**src/design/stt_pkg.sv**
```systemverilog
package stt_pkg;

    localparam int POS_BITS = 16;

    typedef logic [POS_BITS-1:0] pos_t;

    localparam pos_t POS_MAX = '1;

    typedef enum logic [2:0] {
        MODE_IDLE   = 3'd0,
        MODE_WORD   = 3'd1,
        MODE_STRING = 3'd2,
        MODE_ESCAPE = 3'd3,
        MODE_DROP   = 3'd4
    } mode_t;

    typedef enum logic [3:0] {
        KIND_EOF    = 4'd0,
        KIND_IDENT  = 4'd1,
        KIND_NUMBER = 4'd2,
        KIND_STRING = 4'd3,
        KIND_LPAREN = 4'd4,
        KIND_RPAREN = 4'd5,
        KIND_ERROR  = 4'd6,
        KIND_FUN    = 4'd7,
        KIND_LET    = 4'd8,
        KIND_NIL    = 4'd9,
        KIND_OR     = 4'd10
    } tok_kind_t;

    typedef struct packed {
        tok_kind_t   kind;
        logic [15:0] offset;
        logic [15:0] length;
    } tok_t;

    // One queue entry holds every token that a single byte produced.
    typedef struct packed {
        logic pair;
        tok_t first;
        tok_t second;
    } entry_t;

    localparam int QUEUE_DEPTH = 4;
    localparam int QUEUE_PTR_BITS = $clog2(QUEUE_DEPTH);

    localparam logic [7:0] CH_NUL    = 8'h00;
    localparam logic [7:0] CH_TAB    = 8'h09;
    localparam logic [7:0] CH_NL     = 8'h0A;
    localparam logic [7:0] CH_SPACE  = 8'h20;
    localparam logic [7:0] CH_QUOTE  = 8'h22;
    localparam logic [7:0] CH_LPAREN = 8'h28;
    localparam logic [7:0] CH_RPAREN = 8'h29;
    localparam logic [7:0] CH_BSLASH = 8'h5C;

    localparam logic [23:0] KW_FUN = 24'h66756E;
    localparam logic [23:0] KW_LET = 24'h6C6574;
    localparam logic [23:0] KW_NIL = 24'h6E696C;
    localparam logic [23:0] KW_OR  = 24'h006F72;

    function automatic pos_t sat_inc(input pos_t v);
        return (v == POS_MAX) ? v : v + pos_t'(1);
    endfunction

    function automatic logic [15:0] clamp16(input pos_t v);
        logic [32:0] wide;
        wide = 33'(v);
        return (wide > 33'h0FFFF) ? 16'hFFFF : wide[15:0];
    endfunction

    function automatic logic is_digit(input logic [7:0] b);
        return (b >= 8'h30) && (b <= 8'h39);
    endfunction

    function automatic logic is_letter(input logic [7:0] b);
        return ((b >= 8'h61) && (b <= 8'h7A)) || ((b >= 8'h41) && (b <= 8'h5A));
    endfunction

    function automatic tok_t make_tok(input tok_kind_t kind, input pos_t off, input pos_t len);
        tok_t t;
        t.kind   = kind;
        t.offset = clamp16(off);
        t.length = clamp16(len);
        return t;
    endfunction

endpackage

```
**src/design/stt_front.sv**
```systemverilog
module stt_front (
    input  logic             clk,
    input  logic             rst_n,
    input  logic             in_valid,
    input  logic [7:0]       in_byte,
    output logic             in_ready,
    input  logic             queue_full,
    output logic             push,
    output stt_pkg::entry_t  push_entry
);

    stt_pkg::mode_t mode_reg, mode_next;
    stt_pkg::pos_t  pos_reg, pos_next;
    stt_pkg::pos_t  start_reg, start_next;
    logic           digits_reg, digits_next;
    logic [23:0]    prefix_reg, prefix_next;

    logic                accept;
    logic                alnum;
    logic                has_word;
    logic                has_start;
    logic                start_tok;
    stt_pkg::pos_t       word_len;
    stt_pkg::tok_kind_t  word_kind;
    stt_pkg::tok_t       word_tok;
    stt_pkg::tok_t       start_tok_val;

    assign in_ready = !queue_full;
    assign accept   = in_valid && !queue_full;
    assign alnum    = stt_pkg::is_letter(in_byte) || stt_pkg::is_digit(in_byte);
    assign word_len = pos_reg - start_reg;

    always_comb
    begin
        word_kind = stt_pkg::KIND_IDENT;
        if (digits_reg)
        begin
            word_kind = stt_pkg::KIND_NUMBER;
        end
        else if (pos_reg != stt_pkg::POS_MAX)
        begin
            if (word_len == stt_pkg::pos_t'(3))
            begin
                if (prefix_reg == stt_pkg::KW_FUN)
                begin
                    word_kind = stt_pkg::KIND_FUN;
                end
                else if (prefix_reg == stt_pkg::KW_LET)
                begin
                    word_kind = stt_pkg::KIND_LET;
                end
                else if (prefix_reg == stt_pkg::KW_NIL)
                begin
                    word_kind = stt_pkg::KIND_NIL;
                end
            end
            else if (word_len == stt_pkg::pos_t'(2) && prefix_reg == stt_pkg::KW_OR)
            begin
                word_kind = stt_pkg::KIND_OR;
            end
        end
    end

    always_comb
    begin
        mode_next     = mode_reg;
        pos_next      = pos_reg;
        start_next    = start_reg;
        digits_next   = digits_reg;
        prefix_next   = prefix_reg;
        has_word      = 1'b0;
        has_start     = 1'b0;
        start_tok     = 1'b0;
        word_tok      = stt_pkg::make_tok(word_kind, start_reg, word_len);
        start_tok_val = stt_pkg::make_tok(stt_pkg::KIND_EOF, pos_reg, '0);

        unique case (mode_reg)
            stt_pkg::MODE_WORD:
            begin
                if (alnum)
                begin
                    if (!stt_pkg::is_digit(in_byte))
                    begin
                        digits_next = 1'b0;
                    end
                    if (word_len < stt_pkg::pos_t'(3))
                    begin
                        prefix_next = {prefix_reg[15:0], in_byte};
                    end
                    pos_next = stt_pkg::sat_inc(pos_reg);
                end
                else
                begin
                    has_word  = 1'b1;
                    start_tok = 1'b1;
                end
            end
            stt_pkg::MODE_STRING, stt_pkg::MODE_ESCAPE:
            begin
                if (in_byte == stt_pkg::CH_NUL)
                begin
                    has_word    = 1'b1;
                    word_tok    = stt_pkg::make_tok(stt_pkg::KIND_ERROR, start_reg, word_len);
                    mode_next   = stt_pkg::MODE_IDLE;
                    pos_next    = '0;
                    start_next  = '0;
                    digits_next = 1'b1;
                    prefix_next = '0;
                end
                else if (mode_reg == stt_pkg::MODE_ESCAPE)
                begin
                    mode_next = stt_pkg::MODE_STRING;
                    pos_next  = stt_pkg::sat_inc(pos_reg);
                end
                else if (in_byte == stt_pkg::CH_BSLASH)
                begin
                    mode_next = stt_pkg::MODE_ESCAPE;
                    pos_next  = stt_pkg::sat_inc(pos_reg);
                end
                else if (in_byte == stt_pkg::CH_QUOTE)
                begin
                    has_word  = 1'b1;
                    word_tok  = stt_pkg::make_tok(stt_pkg::KIND_STRING, start_reg,
                                                  stt_pkg::sat_inc(pos_reg) - start_reg);
                    mode_next = stt_pkg::MODE_IDLE;
                    pos_next  = stt_pkg::sat_inc(pos_reg);
                end
                else
                begin
                    pos_next = stt_pkg::sat_inc(pos_reg);
                end
            end
            stt_pkg::MODE_DROP:
            begin
                if (in_byte == stt_pkg::CH_NUL)
                begin
                    mode_next   = stt_pkg::MODE_IDLE;
                    pos_next    = '0;
                    start_next  = '0;
                    digits_next = 1'b1;
                    prefix_next = '0;
                end
                else
                begin
                    pos_next = stt_pkg::sat_inc(pos_reg);
                end
            end
            default:
            begin
                start_tok = 1'b1;
            end
        endcase

        if (start_tok)
        begin
            pos_next = stt_pkg::sat_inc(pos_reg);
            if (in_byte == stt_pkg::CH_NUL)
            begin
                has_start   = 1'b1;
                mode_next   = stt_pkg::MODE_IDLE;
                pos_next    = '0;
                start_next  = '0;
                digits_next = 1'b1;
                prefix_next = '0;
            end
            else if (in_byte == stt_pkg::CH_SPACE || in_byte == stt_pkg::CH_TAB ||
                     in_byte == stt_pkg::CH_NL)
            begin
                mode_next = stt_pkg::MODE_IDLE;
            end
            else if (alnum)
            begin
                mode_next   = stt_pkg::MODE_WORD;
                start_next  = pos_reg;
                digits_next = stt_pkg::is_digit(in_byte);
                prefix_next = {16'h0000, in_byte};
            end
            else if (in_byte == stt_pkg::CH_QUOTE)
            begin
                mode_next  = stt_pkg::MODE_STRING;
                start_next = pos_reg;
            end
            else if (in_byte == stt_pkg::CH_LPAREN || in_byte == stt_pkg::CH_RPAREN)
            begin
                has_start     = 1'b1;
                mode_next     = stt_pkg::MODE_IDLE;
                start_tok_val = stt_pkg::make_tok(
                    (in_byte == stt_pkg::CH_LPAREN) ? stt_pkg::KIND_LPAREN : stt_pkg::KIND_RPAREN,
                    pos_reg, stt_pkg::sat_inc(pos_reg) - pos_reg);
            end
            else
            begin
                has_start     = 1'b1;
                mode_next     = stt_pkg::MODE_DROP;
                start_tok_val = stt_pkg::make_tok(stt_pkg::KIND_ERROR, pos_reg, '0);
            end
        end
    end

    always_comb
    begin
        push_entry.pair   = has_word && has_start;
        push_entry.first  = has_word ? word_tok : start_tok_val;
        push_entry.second = start_tok_val;
        push              = accept && (has_word || has_start);
    end

    always_ff @(posedge clk or negedge rst_n)
    begin
        if (!rst_n)
        begin
            mode_reg   <= stt_pkg::MODE_IDLE;
            pos_reg    <= '0;
            start_reg  <= '0;
            digits_reg <= 1'b1;
            prefix_reg <= '0;
        end
        else if (accept)
        begin
            mode_reg   <= mode_next;
            pos_reg    <= pos_next;
            start_reg  <= start_next;
            digits_reg <= digits_next;
            prefix_reg <= prefix_next;
        end
    end

endmodule

```
**src/design/stt_queue.sv**
```systemverilog
module stt_queue (
    input  logic             clk,
    input  logic             rst_n,
    input  logic             push,
    input  stt_pkg::entry_t  push_entry,
    output logic             full,
    input  logic             pop,
    output logic             not_empty,
    output stt_pkg::entry_t  head
);

    typedef logic [stt_pkg::QUEUE_PTR_BITS-1:0] ptr_t;
    typedef logic [stt_pkg::QUEUE_PTR_BITS:0]   count_t;

    stt_pkg::entry_t mem_reg [stt_pkg::QUEUE_DEPTH];

    ptr_t   wr_ptr_reg, wr_ptr_next;
    ptr_t   rd_ptr_reg, rd_ptr_next;
    count_t count_reg, count_next;

    assign full      = (count_reg == count_t'(stt_pkg::QUEUE_DEPTH));
    assign not_empty = (count_reg != '0);
    assign head      = mem_reg[rd_ptr_reg];

    always_comb
    begin
        wr_ptr_next = push ? wr_ptr_reg + ptr_t'(1) : wr_ptr_reg;
        rd_ptr_next = pop ? rd_ptr_reg + ptr_t'(1) : rd_ptr_reg;
        count_next  = count_reg;
        if (push && !pop)
        begin
            count_next = count_reg + count_t'(1);
        end
        else if (pop && !push)
        begin
            count_next = count_reg - count_t'(1);
        end
    end

    always_ff @(posedge clk)
    begin
        if (push)
        begin
            mem_reg[wr_ptr_reg] <= push_entry;
        end
    end

    always_ff @(posedge clk or negedge rst_n)
    begin
        if (!rst_n)
        begin
            wr_ptr_reg <= '0;
            rd_ptr_reg <= '0;
            count_reg  <= '0;
        end
        else
        begin
            wr_ptr_reg <= wr_ptr_next;
            rd_ptr_reg <= rd_ptr_next;
            count_reg  <= count_next;
        end
    end

endmodule

```
**src/design/stt_back.sv**
```systemverilog
module stt_back (
    input  logic             clk,
    input  logic             rst_n,
    input  logic             not_empty,
    input  stt_pkg::entry_t  head,
    output logic             pop,
    output logic             out_valid,
    input  logic             out_ready,
    output stt_pkg::tok_t    out_tok,
    output logic             out_last
);

    stt_pkg::entry_t cur_reg, cur_next;
    logic            valid_reg, valid_next;
    logic            sel_reg, sel_next;
    logic            take;
    logic            load;

    assign out_valid = valid_reg;
    assign out_tok   = sel_reg ? cur_reg.second : cur_reg.first;
    assign out_last  = sel_reg || !cur_reg.pair;
    assign take      = valid_reg && out_ready;
    assign load      = !valid_reg || (take && out_last);
    assign pop       = load && not_empty;

    always_comb
    begin
        cur_next   = cur_reg;
        valid_next = valid_reg;
        sel_next   = sel_reg;
        if (load)
        begin
            cur_next   = head;
            valid_next = not_empty;
            sel_next   = 1'b0;
        end
        else if (take)
        begin
            sel_next = 1'b1;
        end
    end

    always_ff @(posedge clk)
    begin
        cur_reg <= cur_next;
    end

    always_ff @(posedge clk or negedge rst_n)
    begin
        if (!rst_n)
        begin
            valid_reg <= 1'b0;
            sel_reg   <= 1'b0;
        end
        else
        begin
            valid_reg <= valid_next;
            sel_reg   <= sel_next;
        end
    end

endmodule

```
**src/design/source_text_tokenizer.sv**
```systemverilog
// Source text tokenizer. Text enters one byte per transaction on the slave
// stream, and a zero byte ends the text; input runs at one byte per clock
// while the output keeps up. Each byte produces zero, one or two tokens,
// which leave on the master stream one per transaction with tlast set on the
// last token of that byte. The output port moves one token per cycle while
// m_tready is high, so a byte that closes a word and also yields a token of
// its own takes two output transfers; a four-entry queue between the scanner
// and the output register absorbs this and any output stall. A token passes
// through the queue memory and then the output register on its way out.
module source_text_tokenizer (
    input  logic        clk,
    input  logic        rst_n,
    input  logic        s_tvalid,
    output logic        s_tready,
    input  logic [7:0]  s_tdata,  // [7:0] text_byte
    output logic        m_tvalid,
    input  logic        m_tready,
    output logic [39:0] m_tdata,  // [3:0] token_type, [19:4] token_offset,
                                  // [35:20] token_length, [39:36] zero
    output logic        m_tlast   // last_of_run
);

    logic            queue_full;
    logic            push;
    stt_pkg::entry_t push_entry;
    logic            pop;
    logic            not_empty;
    stt_pkg::entry_t head;
    stt_pkg::tok_t   out_tok;

    stt_front u_front (
        .clk        (clk),
        .rst_n      (rst_n),
        .in_valid   (s_tvalid),
        .in_byte    (s_tdata),
        .in_ready   (s_tready),
        .queue_full (queue_full),
        .push       (push),
        .push_entry (push_entry)
    );

    stt_queue u_queue (
        .clk        (clk),
        .rst_n      (rst_n),
        .push       (push),
        .push_entry (push_entry),
        .full       (queue_full),
        .pop        (pop),
        .not_empty  (not_empty),
        .head       (head)
    );

    stt_back u_back (
        .clk        (clk),
        .rst_n      (rst_n),
        .not_empty  (not_empty),
        .head       (head),
        .pop        (pop),
        .out_valid  (m_tvalid),
        .out_ready  (m_tready),
        .out_tok    (out_tok),
        .out_last   (m_tlast)
    );

    assign m_tdata = {4'b0000, out_tok.length, out_tok.offset, out_tok.kind};

endmodule

```
**config.mk**
```make
export PLATFORM = sky130hd
export DESIGN_NAME = source_text_tokenizer
export DESIGN_NICKNAME = d
export VERILOG_FILES = /design/src/design/stt_pkg.sv /design/src/design/stt_front.sv /design/src/design/stt_queue.sv /design/src/design/stt_back.sv /design/src/design/source_text_tokenizer.sv
export SDC_FILE = /design/constraint.sdc
export NUM_CORES = 1
export LEC_CHECK = 0
export BUFFER_PORTS_ARGS = -buffer_cell sky130_fd_sc_hd__buf_4
export CELL_PAD_IN_SITES_DETAIL_PLACEMENT = 0
export CELL_PAD_IN_SITES_GLOBAL_PLACEMENT = 1
export CORE_MARGIN = 4
export CORE_UTILIZATION = 40
export CTS_BUF_LIST = sky130_fd_sc_hd__clkbuf_8
export DETAILED_ROUTE_END_ITERATION = 10
export PLACE_DENSITY = 0.66
export REMOVE_ABC_BUFFERS = 1
export SKIP_CTS_REPAIR_TIMING = 1
export SLEW_MARGIN = 20
export SYNTH_ARGS = -nofsm -noshare
export SYNTH_HDL_FRONTEND = slang
export SYNTH_SLANG_ARGS = --single-unit
```
**constraint.sdc**
```tcl
create_clock -name clk -period 13.03 [get_ports clk]
set_input_delay 3.909 -clock clk [delete_from_list [all_inputs] [get_ports clk]]
set_output_delay 3.909 -clock clk [all_outputs]
set_load 0.005 [all_outputs]
```
### After elaboration in Yosys (flattened, before gate mapping)

Memories as Yosys holds them, arrays and structs flattened. A register that Yosys moved wholly into a read port is not among the register bits.
Cells that the tools add are included.

* add/sub/neg operators: 8
* magnitude comparators: 7
* eq/ne operators: 23
* mux-type cells: 79
* reduce and logical (&&, ||, !) cells: 35

Operators with widths (count)
* $mux W36: 13
* $mux W16: 11
* $mux W24: 7
* $eq A24 B23 Y1 const B: 3
* $pmux W24 S2: 1
* $sub A16 B16 Y16: 3
* $mux W3: 13
* $eq A16 B2 Y1 const B: 2
* $eq A8 B6 Y1 const B: 4
* $pmux W16 S2: 1
* $mux W4: 7
* $eq A24 B15 Y1 const B: 1
* $mux W1: 22
* $add A16 B1 Y16 const B: 1
* $eq A16 B16 Y1 const B: 1
* $eq A8 B4 Y1 const B: 2
* $ge A8 B7 Y1 const B: 2
* $le A8 B7 Y1 const B: 2
* $lt A16 B2 Y1 const B: 1
* $ne A16 B16 Y1 const B: 1
* $logic_and A1 B1 Y1: 12
* $eq A8 B7 Y1 const B: 1
* $ge A8 B6 Y1 const B: 1
* $le A8 B6 Y1 const B: 1
* 20 further kinds: 39

* register bits after elaboration: 69
* RAM bits: 292
* input port bits: 12
* output and inout port bits: 43
* memories kept: 1

Memory list
* u_queue.mem_reg: depth 4, bits a word 73, read ports 1, clocked after memory_dff 1, write ports 1, line stt_queue.sv:15 `stt_pkg::entry_t mem_reg [stt_pkg::QUEUE_DEPTH];`

### Longest topological paths before layout

* word-level depth: 14
* depth in mapped cells: 20
* depth with buffers taken out: 17

### By module

Synthesis repeated with hierarchy kept, for this count alone.

* cell total of the unflattened synthesis: 1361
* area, all modules: 20135.6 um^2

By module, submodules not included
* stt_queue: times used 1, cells each 415, area an instance 10925.5 um^2
* stt_front: times used 1, cells each 814, area an instance 6287.3 um^2
* stt_back: times used 1, cells each 127, area an instance 2889.0 um^2
* source_text_tokenizer: times used 1, cells each 5, area an instance 33.8 um^2

### Least setup slack after synthesis

No wires, ideal clock.

* path type: input to register
* start point: input port s_tdata[1]
* end point: memory u_queue.mem_reg[0][0] (netlist bit), enable pin
* library setup time: 438 ps
* arrival: 7517 ps
* data required time: 12592 ps
* slack: 5075 ps
* cell stages on the path: 10
* buffers on the path: 1
* path through: buf_2 > or3_1 > nor3_1 > o31a_1 > and3_1 > a21oi_1 > nor2_1 > nor2_1 > a21oi_2 > and2_1

* longest elaborated chain between the ends: 12
* elaborated cells on any way between the ends: 35

Ends and longest elaborated chain
* from (decl): line source_text_tokenizer.sv:15 `input logic [7:0] s_tdata,`
* $ge A8 B7 Y1 or $le A8 B7 Y1 (tied branches): line stt_pkg.sv:76 `return ((b >= 8'h61) && (b <= 8'h7A)) || ((b >= 8'h41) && (b <= 8'h5A));`
* $logic_and A1 B1 Y1: line stt_pkg.sv:76
* $logic_or A1 B1 Y1: line stt_pkg.sv:76
* $logic_or A1 B1 Y1: line stt_front.sv:30 `assign alnum = stt_pkg::is_letter(in_byte) || stt_pkg::is_digit(in_byte);`
* $mux W1: line stt_front.sv:171 `else if (alnum)`
* $mux W1: line stt_front.sv:166 `else if (in_byte == stt_pkg::CH_SPACE || in_byte == stt_pkg::CH_TAB ||`
* $mux W1: line stt_front.sv:157 `if (in_byte == stt_pkg::CH_NUL)`
* $mux W1: line stt_front.sv:154 `if (start_tok)`
* $logic_or A1 B1 Y1 (*): line stt_front.sv:205 `push = accept && (has_word || has_start);`
* $logic_and A1 B1 Y1 (*): line stt_front.sv:205
* net push: line source_text_tokenizer.sv:24 `logic push;`
* $mux W1 (*): line stt_queue.sv:42 `if (push)`
* $mux W1 (not written as such) (*): line stt_queue.sv:44 `mem_reg[wr_ptr_reg] <= push_entry;`
* to (decl): line stt_queue.sv:15

Mark *: on every way through the listed nets, which the timed path passes. The rest lies on a longest branch.

### Worst setup path in the final report

* start point: input port s_tdata[1]
* end point: memory u_queue.mem_reg[1][8] (netlist bit), enable pin

The elaborated chain is that of the path after synthesis.

==> summary.md <==
| Metric | Value |
|---|---|
| Maximum clock frequency | `137 MHz` |
| Clock sink count | `429` |
| Ys flop type | `edfxtp_1` |
| Global-route congestion overflow total | `0` |
| Area added between synthesis and finish | `11.9%` |
| Hold Vio Cnt, Final | `0` |
| Outcome | `finished, final reports clean` |
| Number of warnings reported in the yosys synthesis log | `0` |
| Setup repair after global routing missed its margin | `no` |
| Number of distinct standard cells referenced by the synthesized netlist | `80` |
| Final non-filler cell total | `2054` |
| Cell with the largest stage delay on the worst path | `buf_4` |
| Residual DRC count | `0` |
| Number of nets in the finished design | `1453` |
| Average size of a mapped cell | `14.9 um2` |
| Site row count | `80` |
| Crit Path Class | `in2reg` |
| First-pass GRT wire length | `68.1 mm` |
| Tightest Pin Transition | `1.13 ns` |
| Die H | `228 um` |
| Post-synth EDFFs | `360` |
| Initial antenna violation count | `0` |
| Ratio of total power to cell area | `248 mW/mm2` |
| Shortest clock period the worst path allows after layout | `7.32 ns` |
| Total via count in the routed design | `11300` |
| Number of flip-flops under the largest register name | `288` |
| Final period util | `0.562` |
| Post-layout total power | `5.39 mW` |
| First-pass DRT Iterations | `5` |
| Worst Path Buf+Inv | `2` |
| Initial Util | `0.406` |
| Post-Syn Area | `0.0194 mm2` |
| All-layer global routing usage | `0.168` |
| Normalized max-slew margin | `0.248` |
| Clock Skews | `0.0284 ns` |
| Initial drt markers | `886` |
| Critical-path cell list | `buf_4 -> or3_1 -> nor3_1 -> o31ai_1 -> nor3_1 -> o21ai_0 -> a21oi_2 -> and2_4 -> buf_4` |
| Routed vias/inst | `5.50` |
| Ratio of cells with drive above 1 in the final layout | `0.203` |
| # H-tree levels | `3` |
| Data arrival time of the critical path | `7.57 ns` |
| CP endpoint kind | `register` |
| Lkg Pwr | `7.78 nW` |
| Routed wirelength normalized by instance count | `21.3 um` |
| Instance count of the mapped netlist | `1308` |
| Async set-reset flop share out of synthesis | `0.161` |
| Path category of the worst min-delay check | `reg2reg` |
| # setup viols final | `0` |
| # IOs | `55` |
| Total routed wirelength | `43.8 mm` |
| Data required, critical path | `13.29 ns` |
| Number of global-route vias before repair | `11500` |
| Share of synthesized area occupied by flip-flops and latches | `0.645` |
| Number of buffers added on ports | `50` |
| CP top delay family | `simple AND/OR/NAND/NOR gates` |
| GPL Wtd Cong | `0.821` |
| IR Drop Worst-Case VDD | `0.140 mV` |
| Half-perimeter wire length after placement | `27.3 mm` |
| Number of maximum-capacitance constraint violations | `0` |
| Horiz. Die Dim | `228 um` |
| Root Driver | `clkbuf_8` |
| Number of buffers created by CTS | `69` |
| CORE AREA | `0.0479 mm2` |
| Highest cell delay on the worst timing path | `0.62 ns` |
| Clock latency at the later pin of the worst-skew pair | `0.64 ns` |
| Die Footprint | `0.0522 mm2` |
| Setup TNS | `0 ns` |
| Dpl cells | `1930` |
| Buffer depth of the longest clock path | `3` |
| Slew Limit Fails | `0` |
| Remaining antenna violation count after routing | `0` |
| Number of synthesized register bits | `429` |
| CTS tree | `done` |
| Clock-pin slew reported for the worst setup and hold paths after clock tree synthesis | `0.05 ns` |
| Critical path startpoint category | `input pin` |
| Critical-path maximum fanout | `38` |
| Maximum number of pins on one net before global-route repair | `70` |
-- area by class of cell --
class | instances | area, um2
clock inverters | 46 | 200
flip-flops and latches | 429 | 12500
well taps | 615 | 769
fillers | 4184 | 26200
diodes | 1 | 2.50
clock buffers | 77 | 1060
multi-input cells | 775 | 6520
inverters | 49 | 184
repair buffers | 62 | 469
-- cells in the mapped netlist, types with 9 or more instances --
| library cell | count | area share |
|---|---|---|
| mux2_2 | 38 | 0.022 |
| nand2_1 | 78 | 0.015 |
| nand3_1 | 19 | 0.0049 |
| nand2b_1 | 10 | 0.0032 |
| o21ai_0 | 68 | 0.018 |
| mux4_2 | 72 | 0.083 |
| nor2b_1 | 11 | 0.0035 |
| or3_1 | 9 | 0.0029 |
| nor3_1 | 24 | 0.0062 |
| a211oi_1 | 10 | 0.0039 |
| a31oi_1 | 9 | 0.0029 |
| xnor2_1 | 36 | 0.016 |
| nor2_1 | 73 | 0.014 |
| xor2_1 | 18 | 0.0081 |
| clkbuf_1 | 35 | 0.0068 |
| dfrtp_1 | 68 | 0.088 |
| and3_1 | 11 | 0.0035 |
| ha_1 | 51 | 0.033 |
| inv_1 | 49 | 0.0095 |
| edfxtp_1 | 360 | 0.56 |
| a22o_1 | 39 | 0.018 |
| and2_1 | 12 | 0.0039 |
| buf_1 | 10 | 0.0019 |
| nand4_1 | 10 | 0.0032 |
| a21oi_1 | 52 | 0.013 |
| a21o_1 | 13 | 0.0050 |
-- cell families after synthesis --
group / synth area share
buffers and inverters: 0.0226
adders and majority gates: 0.0369
DFF: 0.645
AOI/OAI and AO/OA: 0.0869
xor gates and xnor gates: 0.0243
and+or+nand+nor: 0.0782
muxes: 0.106
other: 0.000193
-- final timing paths --
kind	end	start	cells past startpoint	slack (ns)
worst max register to register	u_queue.mem_reg[1][51]	u_front.pos_reg[2]	14	7.13
min in group asynchronous	u_front.pos_reg[11]	rst_n	1	3.32
max in group asynchronous	u_queue.rd_ptr_reg[0]	rst_n	1	9.16
worst min-delay path	u_front.start_reg[6]	u_front.start_reg[6]	1	0.50
worst max-delay path	u_queue.mem_reg[1][8]	s_tdata[1]	9	5.71
worst min register to register	u_front.start_reg[6]	u_front.start_reg[6]	1	0.50
-- power breakdown --
group	switching, mW	leakage [nW]	internal (mW)	total, mW
logic	1.21	2.75	0.967	2.17
registers	0.221	4.29	1.94	2.16
clock network	0.515	0.742	0.542	1.06
total	1.94	7.78	3.45	5.39
-- routing by layer --
layer	GRT usage	wire, um	vias up
li1	-	-	5235
met4	0.0543	828	0
met3	0.0336	2200	56
met5	0	0	-
met2	0.265	20600	293
met1	0.236	20200	5714
-- layout by cell type, fill, tap and decap left out, types with 23 or more instances in the layout --
cell type  Yosys  routed
a22o_1        39      39
clkbuf_8       0      77
xnor2_1       36      36
mux4_2        72      72
dfrtp_1       68      65
mux2_2        38      38
buf_4          4      61
inv_1         49      77
edfxtp_1     360     360
ha_1          51      51
nor2_1        73      72
a21oi_1       52      52
o21ai_0       68      68
nand2_1       78      77
nor3_1        24      23
-- metrics by stage --
step	instance area, um2	utilization	worst slack, ns	hold slack (ns)
after global placement	20500	0.427	5.07	0.488
after CTS	21700	0.453	5.70	0.509
after detailed placement	20500	0.427	5.03	0.491
after floorplan	19200	-	4.78	0.468
final	21800	0.454	5.71	0.503
after global routing	21700	0.454	5.38	0.512
No activity file was read; power rests on OpenSTA's default activity.
